===== src/rtl/dsse_ram.sv =====
// Generic simple dual-port RAM with one write port and a registered read port.
module dsse_ram #(
    parameter  int WIDTH     = 8,
    parameter  int DEPTH     = 16,
    localparam int ADDR_BITS = (DEPTH > 1) ? $clog2(DEPTH) : 1
) (
    input  logic                 i_clk,
    input  logic                 i_we,
    input  logic [ADDR_BITS-1:0] i_waddr,
    input  logic [WIDTH-1:0]     i_wdata,
    input  logic                 i_re,
    input  logic [ADDR_BITS-1:0] i_raddr,
    output logic [WIDTH-1:0]     o_rdata
);

    logic [WIDTH-1:0] r_mem [DEPTH];
    logic [WIDTH-1:0] r_rdata;

    always_ff @(posedge i_clk) begin
        if (i_we) begin
            r_mem[i_waddr] <= i_wdata;
        end
        // hold read data until the next read
        if (i_re) begin
            r_rdata <= r_mem[i_raddr];
        end
    end

    assign o_rdata = r_rdata;

endmodule


===== config.mk =====
export PLATFORM = sky130hd
export DESIGN_NAME = dsse_ram
export DESIGN_NICKNAME = d
export VERILOG_FILES = /design/src/rtl/dsse_ram.sv
export SDC_FILE = /design/constraint.sdc
export NUM_CORES = 1
export LEC_CHECK = 0
export BUFFER_PORTS_ARGS = -buffer_cell sky130_fd_sc_hd__buf_4
export CORE_ASPECT_RATIO = 0.75
export CORE_UTILIZATION = 45
export CTS_BUF_LIST = sky130_fd_sc_hd__clkbuf_16
export DETAILED_ROUTE_END_ITERATION = 10
export PLACE_DENSITY_LB_ADDON = 0.3
export SETUP_SLACK_MARGIN = 0.15
export SLEW_MARGIN = 20
export SYNTH_ARGS = -nofsm -noshare
export SYNTH_HDL_FRONTEND = slang
export SYNTH_SLANG_ARGS = --single-unit

===== constraint.sdc =====
create_clock -name i_clk -period 1.9 [get_ports i_clk]
set_clock_uncertainty 0.15 [all_clocks]
set_input_delay 0.19 -clock i_clk [delete_from_list [all_inputs] [get_ports i_clk]]
set_output_delay 0.19 -clock i_clk [all_outputs]
set_load 0.005 [all_outputs]

# Word level (Yosys, flattened, before mapping)
# Memories as Yosys holds them, arrays and structs flattened. A register that Yosys moved wholly into a read port is not among the register bits.
# Cells that the tools add are included.
[totals]
n_memories = 1
output_inout_bits = 8
reg_bits = 0
ramBits = 128
elab_cells = 3
in_bits = 19
[classes]
n_mux = 2
[memory_table]
columns = ["memory", "words", "width", "rd", "rd_clocked_by_memory_dff", "wr", "line", "rtl"]
rows = [
  ["r_mem", 16, 8, 1, 1, 1, "16", "logic [WIDTH-1:0] r_mem [DEPTH];"],
]
[ops]
columns = ["cell", "n"]
rows = [
  ["1-bit two-way mux", 2],
]

# Depth between registers and ports, before layout
[logic_depth]
ltp_word = 2
ltp_mapped = 5
ltp_nobuf = 3

# Worst setup path before layout
# Ideal clock, no wire load.
[synth_path]
kind = "input -> register"
startpoint = "input i_waddr[2]"
endpoint = "memory r_mem[0][0] (enable)"
arrival_time_ns = 1.300
cell_stages = 2
n_path_buf = 0
setup_time_ns = 0.383
path_slack_ns = 0.067
required_time_ns = 1.367
path_cell_list = "or3b_2 nor3_1"
[synth_lines]
columns = ["item", "line", "rtl"]
rows = [
  ["from (decl)", "9", "input logic [ADDR_BITS-1:0] i_waddr,"],
  ["to (decl)", "16", ""],
]
# Straight into the memory's write port.

==> impl_metrics.py <==
metrics = {
    "cts": {
        "insertion_delay_ns": 0.41,
        "clk_pin_slew_worst_paths_ns": 0.06,
        "cts_sinks": 136,
        "cts_resized": 0,
        "holdBufCountCts": 9,
        "cts_buffers": 17,
        "cts_tree": "built",
        "cts_max_level": 4,
        "root_buffer": "clkbuf_16",
        "cts_buffer_depth": 2,
        "cts_setup_buffers": 0,
    },
    "synthesis": {
        "netlist_instances": 229,
        "synth_top_cell_area_share_pct": 78.1,
        "synth_nets": 248,
        "yosys-top-cells-count": "edfxtp_1 (136), mux4_2 (18), a22oi_1 (16), mux4_1 (14), nor2_1 (13)",
        "synth-edff-count": 136,
        "synth.most_common_cell": "edfxtp_1",
        "syn_area_um2": 5230,
        "synth_top_cell_by_area": "edfxtp_1",
        "synth-main-ff-cell": "edfxtp_1",
        "synth_seq_area_share_pct": 78.1,
        "postSynthAreaPerCell_um2": 22.8,
        "ys_types": 18,
        "ys_ff_latch": 136,
        "yosys_warnings": 0,
        "synthTopCellsByArea": "edfxtp_1 (78%), mux4_2 (7.8%), mux4_1 (7.0%)",
        "postSynth.asyncResetShare_pct": 0,
    },
    "sta": {
        "hold_viol": 0,
        "grt_setup_unrepaired": "false",
        "period_needed_ns": 1.64,
        "max_freq_mhz": 609,
        "tightest_slew_ns": 0.403,
        "fin_ws_ns": 0.259,
        "slew_headroom_pct": 73.1,
        "post-route-period-util_pct": 86.4,
        "finalMaxSlewViolations": 0,
        "setup_viol": 0,
    },
    "route": {
        "dr.first_iter.drc_count": 258,
        "drc": 0,
        "routed_wl_mm": 10.0,
        "routed_via_density": 5.59,
        "dr.pass1.iters": 4,
        "wire_per_inst_um": 22.4,
        "route.antenna.remaining_nets": 0,
        "via_count": 2497,
    },
    "placement": {
        "place_ws_ns": -0.0148,
        "placed_area_um2": 5730,
        "place.gp.congestion": 0.723,
        "port-buffer-count": 26,
        "place_hpwl_mm": 6.56,
    },
    "die": {
        "dieWidth_um": 126,
        "ios": 27,
        "die_h_um": 95.3,
        "start_util_pct": 47.1,
        "row_count": 33,
        "core_um2": 11100,
        "die_area_um2": 12100,
    },
    "setup_path": {
        "critPathCaptureType": "flop",
        "path_max_fanout": 1,
        "critPathSlowestCell": "mux4_1",
        "critPathTopFamily": "multiplexers",
        "path_buf_inv": 0,
        "worstPathCellList": "mux4_1 > a22oi_1 > nand2_1",
        "cpPeakStageDelay_ns": 0.53,
        "path_class": "flop to flop",
        "arrival_ns": 1.65,
        "crit_required_ns": 1.91,
        "cp-start-kind": "flop",
    },
    "power": {
        "vdd_drop_max_v": 0.000892,
        "finalPower_mw": 6.74,
        "power_density_nw_per_um2": 1060,
        "total_leakage_power_nw": 2.17,
    },
    "global_route": {
        "grt_overflow": 0,
        "grt_antenna_before_repair": 0,
        "grt_start_max_net_pins": 17,
        "grt_pass1_wl_mm": 15.2,
        "grt_usage_pct": 18.9,
        "grt_pass1_vias": 2458,
    },
    "status": {
        "status": "completed",
    },
    "run": {
        "max_cap_viol_count": 0,
    },
    "layout": {
        "fin_nets": 316,
        "drive_above_1_share_pct": 30.9,
        "antenna_cells": 0,
        "design_area_um2": 6360,
        "area_growth_pct": 21.7,
        "fin_util_pct": 57.3,
    },
    "min_path": {
        "min-delay-path-class": "primary input to flop",
    },
}
-- layer usage --
layer / GRT usage, % / wire length (um) / up-vias
met5: 0 / 0 / -
met3: 4.99 / 696 / 7
met2: 27.7 / 4570 / 77
li1: - / - / 1116
met1: 27.0 / 4670 / 1297
met4: 8.43 / 90 / 0
-- final cells by class --
cell class / count / area, um^2
repair buffers: 59 / 503
flip-flops and latches: 136 / 4080
multi-input cells: 83 / 1060
clock inverters: 12 / 113
fillers: 801 / 4740
well taps: 140 / 175
clock buffers: 17 / 425
-- path summary, 6_finish.rpt --
kind                              startpoint          end  slack, ns  depth (start not counted)
worst max-delay path             r_mem[1][3]   o_rdata[3]       0.26                          3
worst min-delay path              i_waddr[0]  r_mem[0][7]       0.17                          3
worst max register to register   r_mem[1][3]   o_rdata[3]       0.26                          3
worst min register to register  r_mem[11][3]   o_rdata[3]       0.61                          3
-- tightest hold or removal path, delay by kind of cell --
| kind | cells | cell delay, ns |
|---|---|---|
| buffers and inverters | 2 | 0.31 |
| and+or+nand+nor | 1 | 0.05 |
-- report_power, final --
part	total (mW)	switching (mW)	internal (mW)
Combinational	0.349	0.177	0.172
Clock	2.99	1.11	1.87
Sequential	3.40	0.0208	3.38
-- sequential cells by signal, indices dropped and copies added, names as in the netlist --
register,cells
o_rdata,8
r_mem,128
-- kinds of logic after synthesis --
logic type	after synthesis	share of synthesized area [%]
AND/OR/NAND/NOR	35	3.14
multiplexers	32	14.8
buffers and inverters	10	1.65
AO/OA/AOI/OAI	16	2.30
flip-flops	136	78.1
-- layout by cell type, fill, tap and decap left out --
cell and n:
a22oi_1 16, and2_1 1, and2b_1 1, buf_12 3, buf_4 47, bufinv_16 2, clkbuf_16 17, clkinv_1 4
clkinv_2 3, clkinvlp_4 3, dlygate4sd3_1 9, edfxtp_1 136, mux4_1 14, mux4_2 18, nand2_1 9, nand2b_1 2
nand3_1 1, nand3b_1 2, nor2_1 13, nor2b_1 1, nor3_1 3, nor3_2 1, or3b_2 1
-- stage by stage --
| stage | hold slack (ns) | setup TNS, ns | instances |
|---|---|---|---|
| final | 0.166 | 0 | 447 |
| after detailed placement | 0.358 | -0.0148 | 409 |
| after CTS | 0.151 | 0 | 447 |
| after global routing | 0.172 | 0 | 447 |
| after floorplan | 0.139 | 0 | 229 |
| after global placement | 0.348 | 0 | 409 |
Note: power is estimated with default switching activity, not from simulation.
